[src/hw/rtl/psg_channel_event_recorder_macros.svh]
// Assertion macros shared by the channel event recorder RTL.
`ifndef PSG_CHANNEL_EVENT_RECORDER_MACROS_SVH
`define PSG_CHANNEL_EVENT_RECORDER_MACROS_SVH

// Same-cycle implication, clocked on aclk, off while in reset.
`define PSG_CER_ASSERT_NOW(lbl, ante, cons, msg) \
    lbl: assert property (@(posedge aclk) disable iff (!aresetn) (ante) |-> (cons)) \
        else $error(msg);

// Next-cycle implication, clocked on aclk, off while in reset.
`define PSG_CER_ASSERT_NEXT(lbl, ante, cons, msg) \
    lbl: assert property (@(posedge aclk) disable iff (!aresetn) (ante) |=> (cons)) \
        else $error(msg);

`endif

[src/hw/rtl/psg_cer_pkg.sv]
// Types, constants and the note lookup for the channel event recorder.
package psg_cer_pkg;

    localparam int CH_SLOTS         = 4;
    localparam int NUM_CHANNELS_DEF = 4;
    localparam int NUM_TONE_CH      = 3;
    localparam int NOTE_ROM_LEN     = 97;
    localparam int S_TDATA_W        = 56;
    localparam int M_TDATA_W        = 96;

    localparam logic [3:0] MUTE_ATT = 4'hf;

    localparam logic [11:0] DIV_ROM [NOTE_ROM_LEN] = '{
        12'h6ae, 12'h64e, 12'h5f4, 12'h59e, 12'h54e, 12'h502, 12'h4ba, 12'h476,
        12'h436, 12'h3f8, 12'h3c0, 12'h38a, 12'h357, 12'h327, 12'h2fa, 12'h2cf,
        12'h2a7, 12'h281, 12'h25d, 12'h23b, 12'h21b, 12'h1fc, 12'h1e0, 12'h1c5,
        12'h1ac, 12'h194, 12'h17d, 12'h168, 12'h153, 12'h140, 12'h12e, 12'h11d,
        12'h10d, 12'h0fe, 12'h0f0, 12'h0e3, 12'h0d6, 12'h0ca, 12'h0be, 12'h0b4,
        12'h0aa, 12'h0a0, 12'h097, 12'h08f, 12'h087, 12'h07f, 12'h078, 12'h071,
        12'h06b, 12'h065, 12'h05f, 12'h05a, 12'h055, 12'h050, 12'h04c, 12'h047,
        12'h043, 12'h040, 12'h03c, 12'h039, 12'h035, 12'h032, 12'h030, 12'h02d,
        12'h02a, 12'h028, 12'h026, 12'h024, 12'h022, 12'h020, 12'h01e, 12'h01c,
        12'h01b, 12'h019, 12'h018, 12'h016, 12'h015, 12'h014, 12'h013, 12'h012,
        12'h011, 12'h010, 12'h00f, 12'h00e, 12'h00d, 12'h00d, 12'h00c, 12'h00b,
        12'h00b, 12'h00a, 12'h009, 12'h008, 12'h007, 12'h006, 12'h005, 12'h004,
        12'h000
    };

    // One open record as held in the record memory.
    typedef struct packed {
        logic [11:0] divider;
        logic [3:0]  attenuation;
        logic [6:0]  note;
        logic [31:0] start;
        logic [31:0] stop;
    } rec_t;

    // One result request.
    typedef struct packed {
        logic [1:0]  rec_channel;
        logic [11:0] rec_divider;
        logic [6:0]  rec_note;
        logic [3:0]  rec_attenuation;
        logic [31:0] rec_start;
        logic [31:0] rec_duration;
        logic        rec_last;
    } out_t;

    typedef enum logic [1:0] {
        ST_RUN,
        ST_FL_PICK,
        ST_FL_EMIT
    } state_t;

    // Ranges of the table are disjoint, so at most one comparator pair fires.
    function automatic logic [6:0] note_of(input logic [11:0] div);
        logic [6:0] n;
        n = '0;
        for (int i = 0; i < NOTE_ROM_LEN - 1; i++) begin
            if (div >= DIV_ROM[i+1] && div < DIV_ROM[i]) begin
                n = n | 7'(i);
            end
        end
        return n;
    endfunction

endpackage

[src/hw/rtl/psg_cer_rec_mem.sv]
// Per-channel open record memory, one write and one registered read port.
module psg_cer_rec_mem #(
    parameter int DEPTH = 4,
    parameter int AW    = 2
) (
    input  logic                aclk,
    input  logic                we,
    input  logic [AW-1:0]       waddr,
    input  psg_cer_pkg::rec_t   wdata,
    input  logic                re,
    input  logic [AW-1:0]       raddr,
    output psg_cer_pkg::rec_t   rdata_reg
);
    import psg_cer_pkg::*;

    rec_t mem [DEPTH];

    always_ff @(posedge aclk) begin
        if (we) begin
            mem[waddr] <= wdata;
        end
    end

    // read-before-write: a same-address collision returns the old word
    always_ff @(posedge aclk) begin
        if (re) begin
            rdata_reg <= mem[raddr];
        end
    end

endmodule

[src/hw/rtl/psg_cer_out_fifo.sv]
// Two-entry result buffer between the record logic and the master port.
module psg_cer_out_fifo (
    input  logic               aclk,
    input  logic               aresetn,
    input  logic               push,
    input  psg_cer_pkg::out_t  push_data,
    output logic               full,
    output logic               m_valid,
    input  logic               m_ready,
    output psg_cer_pkg::out_t  m_data
);
    import psg_cer_pkg::*;

    out_t       entry_reg [2];
    logic       wr_ptr_reg, wr_ptr_next;
    logic       rd_ptr_reg, rd_ptr_next;
    logic [1:0] count_reg, count_next;
    logic       pop;

    assign full    = (count_reg == 2'd2);
    assign m_valid = (count_reg != 2'd0);
    assign m_data  = entry_reg[rd_ptr_reg];
    assign pop     = m_valid && m_ready;

    always_comb begin
        wr_ptr_next = wr_ptr_reg ^ push;
        rd_ptr_next = rd_ptr_reg ^ pop;
        count_next  = count_reg + 2'(push) - 2'(pop);
    end

    always_ff @(posedge aclk) begin
        if (!aresetn) begin
            wr_ptr_reg <= 1'b0;
            rd_ptr_reg <= 1'b0;
            count_reg  <= 2'd0;
        end else begin
            wr_ptr_reg <= wr_ptr_next;
            rd_ptr_reg <= rd_ptr_next;
            count_reg  <= count_next;
        end
    end

    always_ff @(posedge aclk) begin
        if (push) begin
            entry_reg[wr_ptr_reg] <= push_data;
        end
    end

endmodule

[src/hw/rtl/psg_channel_event_recorder.sv]
// Top level of the sound-chip channel event recorder.
//
// Slave channel (s_*): one request per channel write or flush. s_tuser is
// the kind (0 write, 1 flush); s_tdata carries channel, divider,
// attenuation and frame time. Master channel (m_*): one request per closed
// record, m_tlast marks the final record caused by one input request.
// Open records live in a small synchronous memory, one word per channel;
// valid bits sit in flops. A write reads its channel's word in the accept
// cycle; the update stage changes it and writes it back once it advances,
// and a bypass register covers a write-back colliding with the following
// read of the same word. Throughput: one write request per cycle while the
// result buffer has room. A result is registered in the update stage and
// in the result buffer before it shows on m_tvalid. A flush holds s_tready
// low while each open record is read on the single port, then emitted.
// Writes to channels beyond the configured count are dropped silently.
// Reset (aresetn low, synchronous) clears all valid bits, the pipeline
// and the result buffer; memory contents are left as they are.
// When m_tready is low, up to two results wait in the buffer and the
// update stage holds, which then stalls s_tready.
module psg_channel_event_recorder #(
    parameter int NUM_CHANNELS = psg_cer_pkg::NUM_CHANNELS_DEF
) (
    input  logic                                aclk,
    input  logic                                aresetn,
    input  logic                                s_tvalid,
    output logic                                s_tready,
    // [1:0] channel, [13:2] divider, [17:14] attenuation, [49:18] frame_time
    input  logic [psg_cer_pkg::S_TDATA_W-1:0]   s_tdata,
    // [0] kind
    input  logic                                s_tuser,
    output logic                                m_tvalid,
    input  logic                                m_tready,
    // [1:0] rec_channel, [13:2] rec_divider, [20:14] rec_note,
    // [24:21] rec_attenuation, [56:25] rec_start, [88:57] rec_duration
    output logic [psg_cer_pkg::M_TDATA_W-1:0]   m_tdata,
    output logic                                m_tlast
);
    import psg_cer_pkg::*;

    // configured channels, capped at what the 2-bit field can address
    localparam int EFF  = (NUM_CHANNELS < CH_SLOTS) ? NUM_CHANNELS : CH_SLOTS;
    localparam int CH_W = (EFF > 1) ? $clog2(EFF) : 1;

    // input decode
    logic [1:0]  in_ch;
    logic [11:0] in_div;
    logic [3:0]  in_att;
    logic [31:0] in_time;
    logic [11:0] in_div_eff;
    logic [6:0]  in_note;
    logic        in_ok;
    logic        accept;

    assign in_ch   = s_tdata[1:0];
    assign in_div  = s_tdata[13:2];
    assign in_att  = s_tdata[17:14];
    assign in_time = s_tdata[49:18];
    assign accept  = s_tvalid && s_tready;

    always_comb begin
        in_div_eff = (in_att == MUTE_ATT) ? 12'd0 : in_div;
        in_ok      = (int'(in_ch) < EFF);
        in_note    = (int'(in_ch) < NUM_TONE_CH && in_div_eff != 12'd0)
                     ? note_of(in_div_eff) : 7'd0;
    end

    // update stage
    logic            s1_valid_reg, s1_valid_next;
    logic [CH_W-1:0] s1_ch_reg;
    logic [11:0]     s1_div_reg;
    logic [3:0]      s1_att_reg;
    logic [6:0]      s1_note_reg;
    logic [31:0]     s1_time_reg;

    logic            byp_hit_reg, byp_hit_next;
    rec_t            byp_reg;

    logic [EFF-1:0]  valid_reg, valid_next;
    state_t          state_reg, state_next;
    logic [CH_W-1:0] fl_ch_reg, fl_ch_next;

    // memory ports
    logic            mem_we;
    rec_t            mem_wdata;
    logic            mem_re;
    logic [CH_W-1:0] mem_raddr;
    rec_t            mem_rdata;

    // result buffer
    logic            fifo_full;
    logic            push;
    out_t            push_data;
    out_t            m_data;

    // s1 decision
    logic            s1_adv;
    rec_t            old_rec;
    rec_t            new_rec;
    rec_t            ext_rec;
    logic            s1_vld;
    logic            s1_emit;
    rec_t            s1_emit_rec;

    // flush pick
    logic            pick_any;
    logic [CH_W-1:0] pick_ch;
    logic [EFF-1:0]  fl_mask;

    assign s_tready = (state_reg == ST_RUN) && (!s1_valid_reg || !fifo_full);
    assign s1_adv   = s1_valid_reg && !fifo_full;

    always_comb begin
        old_rec = byp_hit_reg ? byp_reg : mem_rdata;
        s1_vld  = valid_reg[s1_ch_reg];

        new_rec.divider     = s1_div_reg;
        new_rec.attenuation = s1_att_reg;
        new_rec.note        = s1_note_reg;
        new_rec.start       = s1_time_reg;
        new_rec.stop        = s1_time_reg;

        ext_rec      = old_rec;
        ext_rec.stop = s1_time_reg;

        s1_emit     = 1'b0;
        s1_emit_rec = ext_rec;
        mem_wdata   = new_rec;
        if (!s1_vld) begin
            mem_wdata = new_rec;
        end else if (s1_att_reg == MUTE_ATT) begin
            if (old_rec.attenuation == MUTE_ATT) begin
                mem_wdata = ext_rec;
            end else begin
                // mute after sound: old end time stays
                s1_emit     = 1'b1;
                s1_emit_rec = old_rec;
                mem_wdata   = new_rec;
            end
        end else if (s1_div_reg != old_rec.divider
                     || s1_att_reg != old_rec.attenuation) begin
            s1_emit   = 1'b1;
            mem_wdata = new_rec;
        end else begin
            mem_wdata = ext_rec;
        end
    end

    assign mem_we = s1_adv;

    // lowest open channel for the flush sweep
    always_comb begin
        pick_any = 1'b0;
        pick_ch  = '0;
        for (int i = 0; i < EFF; i++) begin
            if (valid_reg[i] && !pick_any) begin
                pick_any = 1'b1;
                pick_ch  = CH_W'(i);
            end
        end
        fl_mask            = '0;
        fl_mask[fl_ch_reg] = 1'b1;
    end

    // sequencer: read port select, result mux, valid bits
    always_comb begin
        state_next    = state_reg;
        fl_ch_next    = fl_ch_reg;
        valid_next    = valid_reg;
        s1_valid_next = s1_valid_reg;
        mem_re        = 1'b0;
        mem_raddr     = in_ch[CH_W-1:0];
        byp_hit_next  = byp_hit_reg;
        push          = 1'b0;

        push_data.rec_channel     = 2'(s1_ch_reg);
        push_data.rec_divider     = s1_emit_rec.divider;
        push_data.rec_note        = s1_emit_rec.note;
        push_data.rec_attenuation = s1_emit_rec.attenuation;
        push_data.rec_start       = s1_emit_rec.start;
        push_data.rec_duration    = s1_emit_rec.stop - s1_emit_rec.start;
        push_data.rec_last        = 1'b1;

        case (state_reg)
            ST_RUN: begin
                if (s1_adv) begin
                    valid_next[s1_ch_reg] = 1'b1;
                    push                  = s1_emit;
                    s1_valid_next         = 1'b0;
                end
                if (accept) begin
                    if (s_tuser) begin
                        state_next = ST_FL_PICK;
                    end else if (in_ok) begin
                        s1_valid_next = 1'b1;
                        mem_re        = 1'b1;
                        byp_hit_next  = mem_we && (s1_ch_reg == in_ch[CH_W-1:0]);
                    end
                end
            end
            ST_FL_PICK: begin
                if (pick_any) begin
                    mem_re       = 1'b1;
                    mem_raddr    = pick_ch;
                    byp_hit_next = 1'b0;
                    fl_ch_next   = pick_ch;
                    state_next   = ST_FL_EMIT;
                end else begin
                    state_next = ST_RUN;
                end
            end
            ST_FL_EMIT: begin
                push_data.rec_channel     = 2'(fl_ch_reg);
                push_data.rec_divider     = mem_rdata.divider;
                push_data.rec_note        = mem_rdata.note;
                push_data.rec_attenuation = mem_rdata.attenuation;
                push_data.rec_start       = mem_rdata.start;
                push_data.rec_duration    = mem_rdata.stop - mem_rdata.start;
                push_data.rec_last        = ((valid_reg & ~fl_mask) == '0);
                if (!fifo_full) begin
                    push                  = 1'b1;
                    valid_next[fl_ch_reg] = 1'b0;
                    state_next            = ST_FL_PICK;
                end
            end
            default: begin
                state_next = ST_RUN;
            end
        endcase
    end

    always_ff @(posedge aclk) begin
        if (!aresetn) begin
            state_reg    <= ST_RUN;
            s1_valid_reg <= 1'b0;
            valid_reg    <= '0;
            byp_hit_reg  <= 1'b0;
            fl_ch_reg    <= '0;
        end else begin
            state_reg    <= state_next;
            s1_valid_reg <= s1_valid_next;
            valid_reg    <= valid_next;
            byp_hit_reg  <= byp_hit_next;
            fl_ch_reg    <= fl_ch_next;
        end
    end

    always_ff @(posedge aclk) begin
        if (accept && !s_tuser && in_ok) begin
            s1_ch_reg   <= in_ch[CH_W-1:0];
            s1_div_reg  <= in_div_eff;
            s1_att_reg  <= in_att;
            s1_note_reg <= in_note;
            s1_time_reg <= in_time;
        end
        if (mem_we) begin
            byp_reg <= mem_wdata;
        end
    end

    psg_cer_rec_mem #(
        .DEPTH (EFF),
        .AW    (CH_W)
    ) u_rec_mem (
        .aclk      (aclk),
        .we        (mem_we),
        .waddr     (s1_ch_reg),
        .wdata     (mem_wdata),
        .re        (mem_re),
        .raddr     (mem_raddr),
        .rdata_reg (mem_rdata)
    );

    psg_cer_out_fifo u_out_fifo (
        .aclk      (aclk),
        .aresetn   (aresetn),
        .push      (push),
        .push_data (push_data),
        .full      (fifo_full),
        .m_valid   (m_tvalid),
        .m_ready   (m_tready),
        .m_data    (m_data)
    );

    assign m_tdata = {7'd0,
                      m_data.rec_duration,
                      m_data.rec_start,
                      m_data.rec_attenuation,
                      m_data.rec_note,
                      m_data.rec_divider,
                      m_data.rec_channel};
    assign m_tlast = m_data.rec_last;

    `include "psg_channel_event_recorder_macros.svh"

    `PSG_CER_ASSERT_NOW(a_push_room, push, !fifo_full, "result pushed into full buffer")
    `PSG_CER_ASSERT_NOW(a_no_wr_flush, state_reg != ST_RUN, !mem_we, "record write during flush")
    `PSG_CER_ASSERT_NEXT(a_flush_clear, state_reg == ST_FL_EMIT && push,
        !valid_reg[$past(fl_ch_reg)], "flushed record still open")
    `PSG_CER_ASSERT_NOW(a_write_last, state_reg == ST_RUN && push, push_data.rec_last,
        "write result without last flag")

endmodule

[config.mk]
export PLATFORM = sky130hd
export DESIGN_NAME = psg_channel_event_recorder
export DESIGN_NICKNAME = d
export VERILOG_FILES = /design/src/hw/rtl/psg_cer_pkg.sv /design/src/hw/rtl/psg_cer_rec_mem.sv /design/src/hw/rtl/psg_cer_out_fifo.sv /design/src/hw/rtl/psg_channel_event_recorder.sv
export VERILOG_INCLUDE_DIRS = /design/src /design/src/hw/rtl
export SDC_FILE = /design/constraint.sdc
export NUM_CORES = 1
export LEC_CHECK = 0
export ABC_AREA = 1
export BUFFER_PORTS_ARGS = -buffer_cell sky130_fd_sc_hd__buf_4
export CELL_PAD_IN_SITES_DETAIL_PLACEMENT = 0
export CELL_PAD_IN_SITES_GLOBAL_PLACEMENT = 1
export CORE_UTILIZATION = 45
export CTS_BUF_LIST = sky130_fd_sc_hd__clkbuf_4 sky130_fd_sc_hd__clkbuf_8
export DETAILED_ROUTE_END_ITERATION = 12
export PLACE_DENSITY = 0.83
export SLEW_MARGIN = 20
export SYNTH_ARGS = -nofsm -noshare
export SYNTH_HDL_FRONTEND = slang
export SYNTH_SLANG_ARGS = --single-unit
[constraint.sdc]
create_clock -name aclk -period 27.9 [get_ports aclk]
set_input_delay 1.395 -clock aclk [delete_from_list [all_inputs] [get_ports aclk]]
set_output_delay 1.395 -clock aclk [all_outputs]
set_load 0.005 [all_outputs]
Word level (Yosys, flattened, before mapping)
Memories as Yosys holds them, arrays and structs flattened. A register that Yosys moved wholly into a read port is not among the register bits.
Cells that the tools add are included.
{ "totals": {"memories": 2, "output_inout_bits": 99, "ram_bits": 528, "inputBits": 61, "regBits": 158, "elab_cells": 554} }
{ "memory_table": {"columns": ["memory", "words", "width", "rd", "rd_ports_with_merged_regs", "write_ports", "line", "source"], "rows": [
  ["u_rec_mem.mem", 4, 87, 1, 1, 1, "psg_cer_rec_mem.sv:16", "rec_t mem [DEPTH];"],
  ["u_out_fifo.entry_reg", 2, 90, 1, 1, 1, "psg_cer_out_fifo.sv:14", "out_t entry_reg [2];"]
]} }
{ "op_classes": {"bitwise_logic": 5, "n_eq_ne": 15, "addsub": 4, "mux": 194, "order_cmp": 191, "reduce_logical": 125} }
{ "op_table": {"columns": ["operator", "count"], "rows": [
  ["two-way mux 87 bit", 15],
  ["two-way mux 7 bit", 32],
  ["two-way mux 6 bit", 32],
  [">= comparator 12 x 7 -> 1 bit (second input constant)", 13],
  ["< comparator 12 x 7 -> 1 bit (second input constant)", 13],
  [">= comparator 12 x 10 -> 1 bit (second input constant)", 12],
  [">= comparator 12 x 5 -> 1 bit (second input constant)", 12],
  [">= comparator 12 x 6 -> 1 bit (second input constant)", 12],
  [">= comparator 12 x 8 -> 1 bit (second input constant)", 12],
  [">= comparator 12 x 9 -> 1 bit (second input constant)", 12],
  ["< comparator 12 x 10 -> 1 bit (second input constant)", 12],
  ["< comparator 12 x 5 -> 1 bit (second input constant)", 12],
  ["< comparator 12 x 6 -> 1 bit (second input constant)", 12],
  ["< comparator 12 x 8 -> 1 bit (second input constant)", 12],
  ["< comparator 12 x 9 -> 1 bit (second input constant)", 12],
  ["logical AND 1 bit", 107],
  [">= comparator 12 x 4 -> 1 bit (second input constant)", 8],
  ["< comparator 12 x 11 -> 1 bit (second input constant)", 8],
  ["< comparator 12 x 4 -> 1 bit (second input constant)", 8],
  ["two-way mux 90 bit", 1],
  [">= comparator 12 x 11 -> 1 bit (second input constant)", 7],
  ["two-way mux 5 bit", 16],
  ["subtractor 32 bit", 2],
  ["two-way mux 1 bit", 54],
  ["38 further kinds", 98]
]} }

Logic depth before layout (Yosys ltp)
{ "logic_depth": {"word_depth": 99, "ltp_mapped": 25, "depth_no_buf": 24} }

By module
Synthesis repeated with hierarchy kept, for this count alone.
{ "unflattened": {"hier_cells": 4086, "area_unflattened_um2": 39375.3} }
{ "by_module_without_submodules": {"columns": ["module", "n_inst", "seq_area_each_um2", "area_per_inst_um2", "cells_each"], "rows": [
  ["psg_cer_rec_mem", 1, 13062.5, 17215.3, 1458],
  ["psg_channel_event_recorder", 1, 4524.3, 14960.6, 2313],
  ["psg_cer_out_fifo", 1, 5505.3, 7199.4, 315]
]} }

Least setup slack after synthesis
OpenSTA, ideal clock, no wires.
{ "synth_path": {"path_type": "reg-to-reg", "start": "register u_out_fifo.count_reg[1]", "end": "memory u_rec_mem.mem[0][0] (netlist bit) (enable)", "n_path_buf": 0, "setup_ps": 640, "path_stages_with_launch": 6, "arrival_time_ps": 10753, "path_slack_ps": 16507, "required_time_ps": 27260, "cell_sequence": "dfxtp_1 inv_1 nor2_1 nor2_1 inv_1 nor3_1"} }
{ "synth_between": {"elab_chain_len": 5} }
{ "synth_rtl": {"columns": ["item", "line", "source"], "rows": [
  ["start, declared", "psg_cer_out_fifo.sv:17", "logic [1:0] count_reg, count_next;"],
  ["start signal, assigned", "psg_cer_out_fifo.sv:39", "count_reg <= count_next;"],
  ["equality test 2 bit", "psg_cer_out_fifo.sv:20", "assign full = (count_reg == 2'd2);"],
  ["logical NOT 1 bit", null, null],
  ["logical AND 1 bit", "psg_channel_event_recorder.sv:110", "assign s1_adv = s1_valid_reg && !fifo_full;"],
  ["named net mem_we", "psg_channel_event_recorder.sv:83", "logic mem_we;"],
  ["two-way mux 1 bit", "psg_cer_rec_mem.sv:19", "if (we) begin"],
  ["two-way mux 1 bit (implied by the code)", "psg_cer_rec_mem.sv:20", "mem[waddr] <= wdata;"],
  ["end, declared", "psg_cer_rec_mem.sv:16", null]
]} }
The timed path passes the listed nets, and every way through them passes these cells.

==> impl_results.md <==
* Mux cell area share after synthesis at 2.741%
* TritonCTS clock tree: yes
* Final Hold Fails at 0
* CP peak stage delay at 0.60 ns
* CP delay by family, top: compound AO/OA/AOI/OAI gates
* Worst setup startpoint: byp_hit_reg
* CORE AREA at 82500 µm²
* RR Endpoint: u_out_fifo.entry_reg[1][25]
* Initial antenna violation count at 3
* Setup slack, reg-to-reg at 22.82 ns
* Critical path peak fanout at 64
* Count of final max-slew check failures at 0
* Synth async-reset ratio at 0%
* Gr usage total at 24.04%
* Layout cells sized above 1 at 14.23%
* Final wirelength at 102300 µm
* Die Y at 291.6 µm
* Final period util at 18.20%
* Final WS setup at 22.82 ns
* Post-CTS resize count at 0
* Kind of end point of the critical path: register
* Setup violations, final at 0
* CP Depth at 21
* Total setup buffers inserted after CTS at 0
* XOR/XNOR Fraction of Synth Area at 0.8121%
* Crit path launch type: register
* Max Cap Viol at 0
* # hold bufs at CTS at 0
* Simple-gate share of the synthesized area at 15.41%
* I/O Buffers at 146
* Register area share after synthesis at 61.18%
* DRC violations left at 0
* Synth Area in Adders at 2.294%
* Max reg flops at 348
* Syn_area_per_cell at 10.27 µm²
* Placed Cells at 4781
* Commonest non-fill, non-tap cell in the layout: edfxtp_1
* Initial Util at 45.75%
* EDFF count, synth at 759
* Longest Clk Path Bufs at 3
* Minimum clock period at 5.078 ns
* Placer Congestion at 0.9960
* Compound-Gate Fraction of Synth Area at 11.09%
* H-tree Lvls at 3
* Count of TritonRoute iterations in the first routing pass at 5
* Worst setup path end: u_out_fifo.entry_reg[1][25]
* Worst-case reg-to-reg path depth at 21
* Area Overhead vs Synth at 12.04%
* Library cells used by synthesis at 60
* Max_slew headroom at 29.31%
* Total number of vias at 27120
* Post-place setup slack at 22.84 ns
* DIE AREA at 85040 µm²
* Crit-path most repeated cell: nand2_1
* Mapped Area at 37750 µm²
* DPL Wire Length at 69460 µm
* RSZ-0062 raised after global routing: false
* Reg2reg start: byp_hit_reg
* Final nets at 3963
* Setup CP Type: reg -> reg
* VDD IR max at 0.03743 mV
* Yosys reg bits at 774
* CTS Root Cell: clkbuf_8
* Worst Hold Class: reg -> reg
* CP cell instances: nand2_1, o21ai_1, nor2_1, nand2_1, nand2_1, nor2_4, buf_4, o211ai_1, o21ai_0, ha_1, inv_1, fa_1, nand2_1, nand2_1, o21a_1, a21oi_1, o21ai_0, nand3_1, nand2_1, xnor2_1, o21ai_0
* Die width at 291.6 µm
* Worst Max-Slew Pin Slew at 1.060 ns
* Clock sink total at 774
* Commonest non-fill, non-tap cells in the layout: edfxtp_1, nand2_1, nor2_1
* Routed len/inst at 20.47 µm
* Antenna viol nets, final at 0
* # rows at 105
* TritonCTS buffer count at 121
* Vias/cell at 5.424
* Status: completed
* Clock Skew at 0.04908 ns
* FMAX at 196.9 MHz
* Slowest CP cell: dfxtp_4
* Yosys warns at 0
* Post-Syn Instances at 3677
* Main combinational cell family by area after synthesis: simple AND/OR/NAND/NOR gates
* Clock Latency Late Sink at 0.77 ns
* Synth Flop Type: edfxtp_1
* Clk slew on worst S/H paths at 0.06 ns
* Power per cell area at 69.04 nW/µm²
* Crit path buf inv count at 2
* Vias in the first global route at 26600
* Fillers at 7453
* First-pass GRT wire length at 156100 µm
* Crit path DAT at 5.56 ns
* Largest net degree at the start of global routing at 113
* Top Ports at 160
* Final cell count without fillers at 4999
* TNS Setup at 0 ns
* 1st-iter DRT viols at 2127
* Overflow after GRT at 0
* Critical Path RT at 28.38 ns
* Static Leak at 0.01636 µW
* Tot Pwr at 2920 µW
cells in the mapped netlist, types with 8 or more instances:
| cell type | number | area [µm²] |
|---|---|---|
| o21ai_1 | 62 | 310.3 |
| ha_1 | 66 | 825.8 |
| nand3b_1 | 9 | 67.56 |
| clkbuf_1 | 94 | 352.8 |
| nor3_1 | 24 | 120.1 |
| dfxtp_1 | 15 | 300.3 |
| o32ai_1 | 87 | 762.0 |
| o211ai_1 | 34 | 255.2 |
| inv_1 | 438 | 1644 |
| nand4_1 | 44 | 275.3 |
| nor2_4 | 9 | 101.4 |
| xor2_1 | 26 | 227.7 |
| nand2_1 | 590 | 2215 |
| a21o_1 | 12 | 90.09 |
| nand2_2 | 13 | 81.33 |
| mux2_2 | 91 | 1025 |
| buf_1 | 8 | 30.03 |
| nor2_1 | 529 | 1986 |
| buf_2 | 23 | 115.1 |
| xnor2_1 | 9 | 78.83 |
| buf_4 | 11 | 82.58 |
| nand3_1 | 131 | 655.6 |
| o21ai_0 | 314 | 1572 |
| nor2_2 | 15 | 93.84 |
| edfxtp_1 | 759 | 22790 |
| o21bai_1 | 9 | 67.56 |
| buf_6 | 10 | 112.6 |
| a21oi_1 | 141 | 705.7 |
| inv_2 | 20 | 75.07 |
per-stage QoR:
step / cell area (µm²) / hold slack (ns) / utilization [%]
2_1_floorplan: 37770 / 0.4217 / -
3_3_place_gp: 39850 / 0.4362 / 48.30
3_5_place_dp: 39850 / 0.4620 / 48.30
4_1_cts: 42270 / 0.4728 / 51.24
5_1_grt: 42290 / 0.5237 / 51.26
6_report: 42290 / 0.4757 / 51.26
power breakdown:
group | internal (µW) | switching [µW]
registers | 1370 | 33.7
clock network | 511 | 442
logic | 197 | 364
routing by layer:
layer  up-vias  global-route usage (%)  wire length [µm]  part of all wire (%)
met4         0                   9.820              3626                   3.5
li1      13070                       -                 -                     -
met3       206                   3.090              5843                   5.7
met5         -                       0                 0                     0
met2       926                   40.71             49890                    49
met1     12920                   31.21             42950                    42
kinds of logic (layout without fill, tap and decap cells):
kind of cell	after synthesis	after routing
xor gates and xnor gates	35	35
muxes	92	92
adders and majority gates	68	68
and+or+nand+nor	1388	1388
buffers and inverters	608	853
other	1	8
DFF	774	774
AOI/OAI and AO/OA	711	711
cell type report:
| cell class | instances | area, µm² | area share, % |
|---|---|---|---|
| Antenna cell | 1 | 2.502 | 0.005917 |
| Clock buffer | 167 | 2036 | 4.814 |
| Clock inverter | 50 | 386.6 | 0.9142 |
| Inverter | 460 | 1732 | 4.095 |
| Multi-Input combinational cell | 2301 | 12370 | 29.26 |
| Sequential cell | 774 | 23100 | 54.62 |
| Tap cell | 1070 | 1339 | 3.166 |
| Timing Repair Buffer | 176 | 1321 | 3.124 |
worst register-to-register path, cell delays in order, from the launching register on:
cell      delay, ns
dfxtp_4        0.60
nand2_1        0.10
o21ai_1        0.18
nor2_1         0.09
nand2_1        0.07
nand2_1        0.18
nor2_4         0.12
buf_4          0.58
o211ai_1       0.18
o21ai_0        0.12
ha_1           0.18
inv_1          0.06
fa_1           0.38
nand2_1        0.09
nand2_1        0.06
o21a_1         0.15
a21oi_1        0.42
o21ai_0        0.41
nand3_1        0.17
nand2_1        0.10
xnor2_1        0.13
o21ai_0        0.41
worst min path at each step:
| stage | start | end | slack, ns | cells past startpoint |
|---|---|---|---|---|
| 2_1_floorplan | u_out_fifo.count_reg[1] | u_out_fifo.count_reg[1] | 0.42 | 1 |
| 3_3_place_gp | u_out_fifo.count_reg[1] | u_out_fifo.count_reg[1] | 0.44 | 1 |
| 3_5_place_dp | u_out_fifo.count_reg[1] | u_out_fifo.count_reg[1] | 0.46 | 1 |
| 4_1_cts | u_out_fifo.count_reg[1] | u_out_fifo.count_reg[1] | 0.47 | 1 |
| 5_1_grt | u_out_fifo.count_reg[1] | u_out_fifo.count_reg[1] | 0.52 | 1 |
| 6_report | u_out_fifo.count_reg[1] | u_out_fifo.count_reg[1] | 0.48 | 1 |
Note: power is estimated with default switching activity, not from simulation.
